### config.mk
export PLATFORM = sky130hd
export DESIGN_NAME = dda_line_rasterizer
export DESIGN_NICKNAME = d
export VERILOG_FILES = /design/src/rtl/dda_pkg.sv /design/src/rtl/dda_regs.sv /design/src/rtl/dda_ctrl.sv /design/src/rtl/dda_datapath.sv /design/src/rtl/dda_line_rasterizer.sv
export SDC_FILE = /design/constraint.sdc
export NUM_CORES = 2
export LEC_CHECK = 0
export ABC_AREA = 1
export BUFFER_PORTS_ARGS = -buffer_cell sky130_fd_sc_hd__buf_2
export CAP_MARGIN = 20
export CORE_ASPECT_RATIO = 1.4
export CORE_MARGIN = 10
export CORE_UTILIZATION = 40
export CTS_BUF_LIST = sky130_fd_sc_hd__clkbuf_8 sky130_fd_sc_hd__clkbuf_16
export CTS_CLUSTER_DIAMETER = 150
export DETAILED_ROUTE_END_ITERATION = 16
export RECOVER_POWER = 100
export SKIP_LAST_GASP = 1
export SLEW_MARGIN = 20
export SYNTH_ARGS = -nofsm -noshare
export SYNTH_HDL_FRONTEND = slang
export SYNTH_SLANG_ARGS = --single-unit
### constraint.sdc
create_clock -name clk -period 10.7 [get_ports clk]
set_clock_uncertainty 0.2 [all_clocks]
set_input_delay 0.535 -clock clk [delete_from_list [all_inputs] [get_ports clk]]
set_output_delay 0.535 -clock clk [all_outputs]
set_load 0.02 [all_outputs]
### src/rtl/dda_pkg.sv
// dda_pkg: shared widths, config register codes and control structs
// for the dda line rasterizer; no dependencies
package dda_pkg;

	localparam int COORD_W  = 16;  // unsigned q8.8 map coordinate
	localparam int COLOR_W  = 24;
	localparam int PIX_W    = 15;  // screen coordinate
	localparam int SCALE_W  = 7;
	localparam int OFFSET_W = 10;
	localparam int BOUND_W  = 12;
	localparam int MAG_W    = COORD_W + SCALE_W;  // scaled span magnitude, q.8
	localparam int STEP_W   = MAG_W - 8;          // integer part of the span
	localparam int CFG_IDX_W  = 3;
	localparam int CFG_DATA_W = 12;

	localparam int MAX_STEPS_DEF = 63;
	localparam int FRAC_BITS_DEF = 16;

	localparam logic [PIX_W-1:0] PIX_MAX = {PIX_W{1'b1}};

	localparam logic [SCALE_W-1:0]  SCALE_RST  = SCALE_W'(8);
	localparam logic [OFFSET_W-1:0] OFFSET_RST = '0;
	localparam logic [BOUND_W-1:0]  WIDTH_RST  = BOUND_W'(1024);
	localparam logic [BOUND_W-1:0]  HEIGHT_RST = BOUND_W'(768);

	typedef enum logic [CFG_IDX_W-1:0] {
		CFG_TILE_SCALE    = 3'd0,
		CFG_PIXEL_OFFSET  = 3'd1,
		CFG_SCREEN_WIDTH  = 3'd2,
		CFG_SCREEN_HEIGHT = 3'd3
	} cfg_idx_t;

	typedef struct packed {
		logic [SCALE_W-1:0]  tile_scale;
		logic [OFFSET_W-1:0] pixel_offset;
		logic [BOUND_W-1:0]  screen_width;
		logic [BOUND_W-1:0]  screen_height;
	} dda_cfg_t;

	typedef struct packed {
		logic load_in;   // input transfer
		logic setup;     // scale spans and start points
		logic prep;      // step count, divider and accumulator init
		logic div_step;  // one quotient bit per axis
		logic emit;      // load one pixel into the output register
	} dda_cmd_t;

	typedef struct packed {
		logic steps_zero;
		logic emit_last;
	} dda_sts_t;

endpackage

### src/rtl/dda_regs.sv
// dda_regs: configuration registers of the line rasterizer
// depends on dda_pkg
module dda_regs
	import dda_pkg::*;
(
	input  logic                  clk,
	input  logic                  arst_n,
	input  logic                  cfg_we,
	input  logic [CFG_IDX_W-1:0]  cfg_index,
	input  logic [CFG_DATA_W-1:0] cfg_data,
	output dda_cfg_t              cfg
);

	dda_cfg_t cfg_q;

	always_ff @(posedge clk or negedge arst_n) begin
		if (!arst_n) begin
			cfg_q.tile_scale    <= SCALE_RST;
			cfg_q.pixel_offset  <= OFFSET_RST;
			cfg_q.screen_width  <= WIDTH_RST;
			cfg_q.screen_height <= HEIGHT_RST;
		end else if (cfg_we) begin
			unique case (cfg_index)
				CFG_TILE_SCALE:    cfg_q.tile_scale    <= cfg_data[SCALE_W-1:0];
				CFG_PIXEL_OFFSET:  cfg_q.pixel_offset  <= cfg_data[OFFSET_W-1:0];
				CFG_SCREEN_WIDTH:  cfg_q.screen_width  <= cfg_data[BOUND_W-1:0];
				CFG_SCREEN_HEIGHT: cfg_q.screen_height <= cfg_data[BOUND_W-1:0];
				default: ;
			endcase
		end
	end

	assign cfg = cfg_q;

endmodule

### src/rtl/dda_ctrl.sv
// dda_ctrl: sequencer for setup, increment division and pixel emission
// depends on dda_pkg
module dda_ctrl
	import dda_pkg::*;
#(
	parameter int FRAC_BITS = FRAC_BITS_DEF
) (
	input  logic     clk,
	input  logic     arst_n,
	input  logic     in_valid,
	output logic     in_stall,
	output logic     out_valid,
	input  logic     out_stall,
	input  dda_sts_t sts,
	output dda_cmd_t cmd
);

	localparam int DCW = $clog2(FRAC_BITS + 1);

	typedef enum logic [2:0] {
		S_IDLE,
		S_SETUP,
		S_PREP,
		S_DIV,
		S_EMIT
	} state_t;

	state_t         state_q;
	logic [DCW-1:0] div_cnt_q;
	logic           out_valid_q;

	always_comb begin
		cmd          = '0;
		cmd.load_in  = (state_q == S_IDLE) && in_valid;
		cmd.setup    = (state_q == S_SETUP);
		cmd.prep     = (state_q == S_PREP);
		cmd.div_step = (state_q == S_DIV);
		cmd.emit     = (state_q == S_EMIT) && (!out_valid_q || !out_stall);
	end

	always_ff @(posedge clk or negedge arst_n) begin
		if (!arst_n) begin
			state_q     <= S_IDLE;
			div_cnt_q   <= '0;
			out_valid_q <= 1'b0;
		end else begin
			if (cmd.emit)
				out_valid_q <= 1'b1;
			else if (!out_stall)
				out_valid_q <= 1'b0;

			unique case (state_q)
				S_IDLE: begin
					if (in_valid)
						state_q <= S_SETUP;
				end
				S_SETUP: state_q <= S_PREP;
				S_PREP: begin
					div_cnt_q <= '0;
					// a span below one pixel produces no output
					state_q   <= sts.steps_zero ? S_IDLE : S_DIV;
				end
				S_DIV: begin
					div_cnt_q <= div_cnt_q + 1'b1;
					if (div_cnt_q == DCW'(FRAC_BITS))
						state_q <= S_EMIT;
				end
				S_EMIT: begin
					if (cmd.emit && sts.emit_last)
						state_q <= S_IDLE;
				end
				default: state_q <= S_IDLE;
			endcase
		end
	end

	assign in_stall  = (state_q != S_IDLE);
	assign out_valid = out_valid_q;

endmodule

### src/rtl/dda_datapath.sv
// dda_datapath: span scaling, restoring dividers, accumulators and output register
// depends on dda_pkg
module dda_datapath
	import dda_pkg::*;
#(
	parameter int MAX_STEPS = MAX_STEPS_DEF,
	parameter int FRAC_BITS = FRAC_BITS_DEF
) (
	input  logic               clk,
	input  logic               arst_n,
	input  dda_cmd_t           cmd,
	output dda_sts_t           sts,
	input  dda_cfg_t           cfg,
	input  logic [COORD_W-1:0] start_x,
	input  logic [COORD_W-1:0] start_y,
	input  logic [COORD_W-1:0] end_x,
	input  logic [COORD_W-1:0] end_y,
	input  logic [COLOR_W-1:0] pixel_color,
	output logic [PIX_W-1:0]   pixel_x,
	output logic [PIX_W-1:0]   pixel_y,
	output logic [COLOR_W-1:0] out_color,
	output logic               on_screen,
	output logic               last_pixel,
	output logic               truncated
);

	localparam int QW = FRAC_BITS + 1;      // quotient bits: increment < 2^(FRAC_BITS+1)
	localparam int AW = FRAC_BITS + 18;     // signed accumulator
	localparam int IPW = AW - 1 - FRAC_BITS;
	localparam int CW = $clog2(MAX_STEPS + 2);

	// input hold
	logic [COORD_W-1:0] sx_q, sy_q, ex_q, ey_q;
	logic [COLOR_W-1:0] color_q;

	// setup results
	logic [MAG_W-1:0] magx_q, magy_q, prodx_q, prody_q;
	logic             negx_q, negy_q;

	// divider and walk state
	logic [STEP_W-1:0]   steps_q;
	logic [STEP_W-1:0]   remx_q, remy_q;
	logic [QW-1:0]       shx_q, shy_q;
	logic signed [AW-1:0] accx_q, accy_q;
	logic [CW-1:0]       steps_left_q;
	logic                cut_q;

	// output register
	logic [PIX_W-1:0]   px_q, py_q;
	logic [COLOR_W-1:0] ocolor_q;
	logic               onscr_q, last_q, trunc_q;

	// span differences and magnitudes
	logic [COORD_W:0]   dx, dy;
	logic [COORD_W-1:0] adx, ady;
	always_comb begin
		dx  = {1'b0, ex_q} - {1'b0, sx_q};
		dy  = {1'b0, ey_q} - {1'b0, sy_q};
		adx = dx[COORD_W] ? COORD_W'(-dx) : dx[COORD_W-1:0];
		ady = dy[COORD_W] ? COORD_W'(-dy) : dy[COORD_W-1:0];
	end

	logic [MAG_W-1:0]  mag_max;
	logic [STEP_W-1:0] steps;
	logic              cut;
	logic [CW-1:0]     count;
	always_comb begin
		mag_max = (magx_q >= magy_q) ? magx_q : magy_q;
		steps   = mag_max[MAG_W-1:8];
		cut     = steps > STEP_W'(MAX_STEPS);
		count   = cut ? CW'(MAX_STEPS + 1) : CW'(steps) + 1'b1;
	end

	// one restoring step per axis
	logic [STEP_W:0]   tx, ty, dfx, dfy;
	logic              gex, gey;
	always_comb begin
		tx  = {remx_q, shx_q[QW-1]};
		ty  = {remy_q, shy_q[QW-1]};
		dfx = tx - {1'b0, steps_q};
		dfy = ty - {1'b0, steps_q};
		gex = tx >= {1'b0, steps_q};
		gey = ty >= {1'b0, steps_q};
	end

	function automatic logic [PIX_W-1:0] coord_of(input logic signed [AW-1:0] acc);
		logic [IPW-1:0] ip;
		ip = acc[AW-2:FRAC_BITS];
		if (acc[AW-1])
			coord_of = '0;
		else if (ip > IPW'(PIX_MAX))
			coord_of = PIX_MAX;
		else
			coord_of = ip[PIX_W-1:0];
	endfunction

	logic [PIX_W-1:0] cx, cy;
	logic [AW-1:0]    incx, incy;
	always_comb begin
		cx   = coord_of(accx_q);
		cy   = coord_of(accy_q);
		incx = AW'(shx_q);
		incy = AW'(shy_q);
	end

	always_ff @(posedge clk) begin
		if (cmd.load_in) begin
			sx_q    <= start_x;
			sy_q    <= start_y;
			ex_q    <= end_x;
			ey_q    <= end_y;
			color_q <= pixel_color;
		end
		if (cmd.setup) begin
			magx_q  <= MAG_W'(adx) * MAG_W'(cfg.tile_scale);
			magy_q  <= MAG_W'(ady) * MAG_W'(cfg.tile_scale);
			negx_q  <= dx[COORD_W];
			negy_q  <= dy[COORD_W];
			prodx_q <= MAG_W'(sx_q) * MAG_W'(cfg.tile_scale);
			prody_q <= MAG_W'(sy_q) * MAG_W'(cfg.tile_scale);
		end
		if (cmd.prep) begin
			steps_q <= steps;
			cut_q   <= cut;
			// quotient fits in QW bits, so the dividend bits above it seed the remainder
			remx_q  <= STEP_W'(magx_q[MAG_W-1:9]);
			remy_q  <= STEP_W'(magy_q[MAG_W-1:9]);
			shx_q   <= QW'(magx_q[8:0]) << (FRAC_BITS - 8);
			shy_q   <= QW'(magy_q[8:0]) << (FRAC_BITS - 8);
			accx_q  <= $signed((AW'(prodx_q) << (FRAC_BITS - 8))
				+ (AW'(cfg.pixel_offset) << FRAC_BITS));
			accy_q  <= $signed((AW'(prody_q) << (FRAC_BITS - 8))
				+ (AW'(cfg.pixel_offset) << FRAC_BITS));
		end
		if (cmd.div_step) begin
			remx_q <= gex ? dfx[STEP_W-1:0] : tx[STEP_W-1:0];
			remy_q <= gey ? dfy[STEP_W-1:0] : ty[STEP_W-1:0];
			shx_q  <= {shx_q[QW-2:0], gex};
			shy_q  <= {shy_q[QW-2:0], gey};
		end
		if (cmd.emit) begin
			px_q     <= cx;
			py_q     <= cy;
			ocolor_q <= color_q;
			onscr_q  <= (cx < PIX_W'(cfg.screen_width)) && (cy < PIX_W'(cfg.screen_height));
			last_q   <= (steps_left_q == CW'(1));
			trunc_q  <= (steps_left_q == CW'(1)) && cut_q;
			accx_q   <= negx_q ? accx_q - $signed(incx) : accx_q + $signed(incx);
			accy_q   <= negy_q ? accy_q - $signed(incy) : accy_q + $signed(incy);
		end
	end

	always_ff @(posedge clk or negedge arst_n) begin
		if (!arst_n)
			steps_left_q <= '0;
		else if (cmd.prep)
			steps_left_q <= count;
		else if (cmd.emit)
			steps_left_q <= steps_left_q - 1'b1;
	end

	always_comb begin
		sts            = '0;
		sts.steps_zero = (steps == '0);
		sts.emit_last  = (steps_left_q == CW'(1));
	end

	assign pixel_x    = px_q;
	assign pixel_y    = py_q;
	assign out_color  = ocolor_q;
	assign on_screen  = onscr_q;
	assign last_pixel = last_q;
	assign truncated  = trunc_q;

endmodule

### src/rtl/dda_line_rasterizer.sv
// dda_line_rasterizer: top level, dda line walker for a minimap
// depends on dda_pkg, dda_regs, dda_ctrl, dda_datapath
//
//  channel  | handshake             | payload
//  ---------+-----------------------+------------------------------------------------
//  in       | in_valid / in_stall   | start_x start_y end_x end_y pixel_color
//  out      | out_valid / out_stall | pixel_x pixel_y out_color on_screen last_pixel
//           |                       | truncated
//  cfg      | cfg_we                | cfg_index cfg_data
//
// a line passes the setup and prep states, then bit-serial division
// (restoring dividers, one per axis), then the emit state, which loads
// one pixel per cycle while out_stall is low.
// a line shorter than one pixel ends after the prep state with no output.
// out_stall holds the walker on the current pixel; the next line is taken
// once the last pixel is in the output register.
// arst_n clears the sequencer and restores the config defaults.
module dda_line_rasterizer
	import dda_pkg::*;
#(
	parameter int MAX_STEPS = MAX_STEPS_DEF,
	parameter int FRAC_BITS = FRAC_BITS_DEF
) (
	input  logic                  clk,
	input  logic                  arst_n,
	input  logic                  cfg_we,
	input  logic [CFG_IDX_W-1:0]  cfg_index,
	input  logic [CFG_DATA_W-1:0] cfg_data,
	input  logic                  in_valid,
	output logic                  in_stall,
	input  logic [COORD_W-1:0]    start_x,
	input  logic [COORD_W-1:0]    start_y,
	input  logic [COORD_W-1:0]    end_x,
	input  logic [COORD_W-1:0]    end_y,
	input  logic [COLOR_W-1:0]    pixel_color,
	output logic                  out_valid,
	input  logic                  out_stall,
	output logic [PIX_W-1:0]      pixel_x,
	output logic [PIX_W-1:0]      pixel_y,
	output logic [COLOR_W-1:0]    out_color,
	output logic                  on_screen,
	output logic                  last_pixel,
	output logic                  truncated
);

	dda_cfg_t cfg;
	dda_cmd_t cmd;
	dda_sts_t sts;

	dda_regs u_regs (
		.clk       (clk),
		.arst_n    (arst_n),
		.cfg_we    (cfg_we),
		.cfg_index (cfg_index),
		.cfg_data  (cfg_data),
		.cfg       (cfg)
	);

	dda_ctrl #(
		.FRAC_BITS (FRAC_BITS)
	) u_ctrl (
		.clk       (clk),
		.arst_n    (arst_n),
		.in_valid  (in_valid),
		.in_stall  (in_stall),
		.out_valid (out_valid),
		.out_stall (out_stall),
		.sts       (sts),
		.cmd       (cmd)
	);

	dda_datapath #(
		.MAX_STEPS (MAX_STEPS),
		.FRAC_BITS (FRAC_BITS)
	) u_dp (
		.clk         (clk),
		.arst_n      (arst_n),
		.cmd         (cmd),
		.sts         (sts),
		.cfg         (cfg),
		.start_x     (start_x),
		.start_y     (start_y),
		.end_x       (end_x),
		.end_y       (end_y),
		.pixel_color (pixel_color),
		.pixel_x     (pixel_x),
		.pixel_y     (pixel_y),
		.out_color   (out_color),
		.on_screen   (on_screen),
		.last_pixel  (last_pixel),
		.truncated   (truncated)
	);

	// a new line is never taken while one is being set up
	a_busy_after_accept: assert property (@(posedge clk) disable iff (!arst_n)
		(in_valid && !in_stall) |=> in_stall)
		else $error("input taken while the walker was busy");

	a_trunc_on_last: assert property (@(posedge clk) disable iff (!arst_n)
		out_valid |-> (!truncated || last_pixel))
		else $error("truncated flag on a pixel that is not the last");

	// pixels of one line follow back to back once the divide is done
	a_no_gap_in_line: assert property (@(posedge clk) disable iff (!arst_n)
		(out_valid && !out_stall && !last_pixel) |=> out_valid)
		else $error("gap between pixels of one line");

endmodule

# Word-level counts from Yosys, hierarchy flattened
# Index checks and enable logic that the tools add are counted.
totals:
  reg_bits: 444
  out_inout_bits: 59
  elab_cells: 126
op_classes:
  addsub: 15
  n_mul: 4
  n_lt_le_gt_ge: 8
  eq_ne: 13
  n_mux: 34
  reduce_logical: 19
op_table:
  columns: ["op", "count"]
  rows:
  - ["34-bit two-way mux", 6]
  - ["15-bit two-way mux", 10]
  - ["16-bit by 7-bit multiplier with 23-bit output", 4]
  - ["34-bit by 18-bit adder with 34-bit output", 2]
  - ["17-bit two-way mux", 4]
  - ["34-bit by 18-bit subtractor with 34-bit output", 2]
  - ["31-bit by 26-bit adder with 32-bit output", 2]
  - ["17-bit by 15-bit greater-than comparator with 1-bit output (second input constant)", 2]
  - ["16-bit by 16-bit subtractor with 17-bit output", 2]
  - ["16-bit by 15-bit >= comparator with 1-bit output", 2]
  - ["16-bit two-way mux", 2]
  - ["16-bit negation", 2]
  - ["15-bit by 12-bit < comparator with 1-bit output", 2]
  - ["15-bit subtractor", 2]
  - ["23-bit >= comparator", 1]
  - ["23-bit two-way mux", 1]
  - ["7-bit two-way mux", 3]
  - ["15-bit by 6-bit greater-than comparator with 1-bit output (second input constant)", 1]
  - ["15-bit zero test", 1]
  - ["3-bit case mux with 5 select lines", 1]
  - ["3-bit by 2-bit equality test with 1-bit output (second input constant)", 4]
  - ["5-bit case mux with 2 select lines", 1]
  - ["3-bit two-way mux", 3]
  - ["2-bit AND reduction", 4]
  - ["18 further kinds", 29]

# Depth between registers and ports, before layout
depth:
  depth_word: 6
  mapped_depth: 37
  depth_no_buf: 37

# Cells and area by module
# A second synthesis with hierarchy kept.
unflattened:
  cells_unflattened: 4885
  hier_area_um2: 41090.7
by_module_without_submodules:
  columns: ["module", "n_inst", "cells_per_inst", "area_each_um2", "seq_area_each_um2"]
  rows:
  - ["dda_datapath", 1, 4632, 38928.6, 11796.3]
  - ["dda_regs", 1, 188, 1636.6, 1031.0]
  - ["dda_ctrl", 1, 65, 525.5, 225.2]

# Worst setup path before layout
# No wires, ideal clock.
synth_path:
  path_kind: "reg2reg"
  start: "register u_ctrl.state_q[2]"
  end: "register u_dp.magx_q[0], enable pin"
  setup_time_ns: 0.663
  arrival_time_ns: 6.850
  required_time_ns: 9.837
  setup_slack_ns: 2.986
  path_stages_with_launch: 2
  path_buffers: 0
  cell_sequence: "dfrtp_1 > nor3_1"
synth_via:
  elab_chain_cells: 1
synth_rtl:
  columns: ["element", "line", "source"]
  rows:
  - ["start, declared", "dda_ctrl.sv:28", "state_t state_q;"]
  - ["start signal, assigned", "dda_ctrl.sv:61", "state_q <= sts.steps_zero ? S_IDLE : S_DIV;"]
  - ["3-bit by 1-bit equality test with 1-bit output", "dda_ctrl.sv:35", "cmd.setup = (state_q == S_SETUP);"]
  - ["end signal, assigned", "dda_datapath.sv:115", "magx_q <= MAG_W'(adx) * MAG_W'(cfg.tile_scale);"]
  - ["end, declared", "dda_datapath.sv:37", "logic [MAG_W-1:0] magx_q, magy_q, prodx_q, prody_q;"]
# Every way passes these cells.
# A chain may end at the register's enable or synchronous reset.

# Worst setup path in the final report
layout_path:
  start: "register u_dp.sy_q[0]"
  end: "register u_dp.magy_q[19], data pin"
layout_via:
  elab_chain_cells: 4
layout_rtl:
  columns: ["element", "line", "source"]
  rows:
  - ["start, declared", "dda_datapath.sv:33", "logic [COORD_W-1:0] sx_q, sy_q, ex_q, ey_q;"]
  - ["start signal, assigned", "dda_datapath.sv:109", "sy_q <= start_y;"]
  - ["16-bit by 16-bit subtractor with 17-bit output *", "dda_datapath.sv:58", "dy = {1'b0, ey_q} - {1'b0, sy_q};"]
  - ["16-bit negation", "dda_datapath.sv:60", "ady = dy[COORD_W] ? COORD_W'(-dy) : dy[COORD_W-1:0];"]
  - ["16-bit two-way mux *", "dda_datapath.sv:60", null]
  - ["16-bit by 7-bit multiplier with 23-bit output *", "dda_datapath.sv:116", "magy_q <= MAG_W'(ady) * MAG_W'(cfg.tile_scale);"]
  - ["end signal, assigned", "dda_datapath.sv:116", null]
  - ["end, declared", "dda_datapath.sv:37", null]
# Mark *: on every way between the ends. The rest lies on a longest branch, timed or not.

==> impl_metrics.toml <==
[floorplanning]
fp.dieW_um = 288.6
initial_core_util_pct = 40.43
die_area_sq_um = 114300
die_h_um = 396.0
ios = 167
coreArea_sq_um = 99930
num_rows = 137

[place]
routabilityCongestion = 0.9267
dp.cells = 6182
port_buffers = 166
placed_area_sq_um = 42550
dp_hpwl_mm = 88.04

[global_routing]
grt_first_pass_wirelength_mm = 178.5
track_usage_pct = 19.48
grt_pass1_vias = 33650
antenna_found_initial = 0
grt-ovfl-total = 0
grt_start_max_net_pins = 80

[cts]
cts_root_buffer = "clkbuf_16"
postCtsSetupBuffers = 0
cts_max_level = 2
cts_tree = "yes"
path_clk_slew_ns = 0.07
cts_buffers = 49
clockBufferDepth = 3
clk_latency_ns = 0.64
cts_sinks = 444
cts_hold_buf = 91
cts_resized = 0

[routing]
drc = 0
antenna_left = 0
wl_per_cell_um = 17.47
via_per_inst = 5.095
wl_mm = 111.3
vias = 32440
dr.pass1.iters = 6
drt_iter0_markers = 1912

[finish]
fin_cells = 6367
drive_gt1_share_pct = 4.300
register_area_sq_um = 13050
nFillCells = 9870
antenna_cells = 0
layout-area-overhead-vs-synth_pct = 11.41
layout.nets = 5767
stdcell_area_sq_um = 45010
multi_input_area_sq_um = 23760

[yosys]
synth_top_area_share_pct = 28.76
synthArstFlopShare_pct = 12.84
syn_area_per_cell_sq_um = 8.415
ys_seq_elements = 444
synth_largest_area_cell = "edfxtp_1"
synth_commonest_cells = "1,013 x nand2_1, 793 x inv_1, 435 x nor2_1"
yosys_warnings = 0
yosysSeqAreaShare_pct = 32.31
synth_cell_type_count = 66
synthesis.area_sq_um = 40400
syn_inst = 4801
syn_nets = 5562
synth_edf_count = 387
yosysMostFrequentCell = "nand2_1"
synthFlopType = "edfxtp_1"
synth_area_leaders = "edfxtp_1 29%, fa_1 14%, ha_1 11%, nand2_1 9.4%, inv_1 7.4%"

[timing]
hold_slack_ns = 0.05290
relSlewSlack_pct = -153.1
setup_viol = 0
worst_pin_slew_ns = 3.797
grt_setup_unrepaired = "no"
period_minus_slack_ns = 8.612
fin_crit_sh_pct = 80.49
hold_violations = 0
tns_ns = 0
slew_violations = 769
fmax_ghz = 0.1161

[critical_path]
critPathArrivalTime_ns = 8.77
start_kind = "flip-flop"
cp_max_fo = 19
critPathSlowestCell = "o21ai_0"
cp-end-kind = "flip-flop"
path_delay_family = "adder cells"
crit_type = "flip-flop to flip-flop"
crit_path_frequent_cell = "nand2_1"
cp_slowest_stage_delay_ns = 0.92
required_ns = 10.86
path_buf_inv = 5

[hold_path]
hp-class = "input port to flip-flop"

[outcome]
violations = "capacitance limit, slew limit"
outcome = "finished, violations left"

[flow_run]
drv_cap = 15
==> state kept, by name, indices dropped and copies added (netlist names), 5 cells and up <==
register           cells
u_regs.cfg            41
u_dp.accx_q           34
u_dp.accy_q           34
u_dp.color_q          24
u_dp.out_color        24
u_dp.magx_q           23
u_dp.magy_q           23
u_dp.prodx_q          23
u_dp.prody_q          23
u_dp.shx_q            17
u_dp.shy_q            17
u_dp.ex_q             16
u_dp.ey_q             16
u_dp.sx_q             16
u_dp.sy_q             16
u_dp.pixel_x          15
u_dp.pixel_y          15
u_dp.remx_q           15
u_dp.remy_q           15
u_dp.steps_q          15
u_dp.steps_left_q      7
u_ctrl.div_cnt_q       5
==> stage by stage <==
stage | utilization, % | setup slack [ns]
after CTS | 45.23 | 2.973
after floorplan | - | 2.986
after global placement | 42.58 | 3.097
final | 45.04 | 2.088
after detailed placement | 42.58 | 2.993
after global routing | 45.04 | 1.563
==> worst register-to-register path: cells and delay by family (launching register included) <==
family / cells / cell delay, ns
fa+ha+maj: 7 / 2.71
flops: 1 / 0.53
compound gates: 7 / 2.23
buf+inv: 5 / 1.02
simple gates: 13 / 1.46
xor+xnor: 1 / 0.17
==> kinds of logic (layout without fill, tap and decap cells) <==
family	after synthesis	after routing	synth area share, %
simple gates	1782	1782	18.11
buf+inv	933	1179	8.839
flops	444	444	32.31
compound gates	788	788	10.66
xor+xnor	201	201	4.590
fa+ha+maj	653	653	25.50
==> cell usage in the layout, fill, tap and decap left out, types with 7 or more instances in the layout <==
master         netlist  layout
fa_1               284     284
clkbuf_16            0      49
nor4_1              11      11
o211ai_1            20      20
buf_2                4      69
nor3_1              47      47
a21oi_1            345     345
o31ai_1             12      12
edfxtp_1           387     387
clkinv_1             4       9
nor2_1             435     434
o21a_1              13      13
nand3_1            170     170
ha_1               369     369
xor2_1             125     125
a31oi_1             17      17
nand2_1           1013    1016
o21ai_0            293     300
nand4_1             40      41
bufinv_16            0      10
inv_1              793     798
xnor2_1             65      65
o21bai_1            25      25
clkbuf_1           106     112
or2_2               14      14
a21boi_0             7       8
buf_4                0       7
nand3b_1            17      17
dfrtp_1             53      53
a21o_1              15      15
clkinv_2             0      12
xor2_2               8       8
dlygate4sd3_1        1      91
==> worst paths after layout <==
path                                            start                      endpoint  slack (ns)  cells past startpoint
max                            u_dp.sy_q[0]$_DFFE_PP_     u_dp.magy_q[19]$_DFFE_PP_        2.09                     33
min                                      cfg_data[10]    u_regs.cfg[22]$_DFFE_PN1P_        0.05                      3
max reg2reg                    u_dp.sy_q[0]$_DFFE_PP_     u_dp.magy_q[19]$_DFFE_PP_        2.09                     33
min reg2reg                u_dp.color_q[11]$_DFFE_PP_  u_dp.out_color[11]$_DFFE_PP_        0.22                      0
max in group asynchronous                      arst_n    u_regs.cfg[34]$_DFFE_PN0P_        6.77                      3
min in group asynchronous                      arst_n    u_regs.cfg[23]$_DFFE_PN0P_        1.56                      3
==> per-layer routing <==
layer	global-route usage [%]	vias up	part of all wire [%]
li1	-	16020	-
met1	23.24	15530	41
met2	35.28	686	51
met3	2.021	208	3.5
met4	7.645	0	4.1
met5	0	-	0
==> layout make-up <==
class                      instances  share of cell area (%)
inverter                         805                   6.721
tap                             1320                   3.669
clock buffer                      50                   2.755
timing repair buffer             282                   3.975
clock inverter                    42                   1.104
multi-input combinational       3424                   52.78
sequential                       444                   29.00
Power is not shown: default switching activity piles up to over one toggle a cycle in this logic, so the estimate is an artifact.
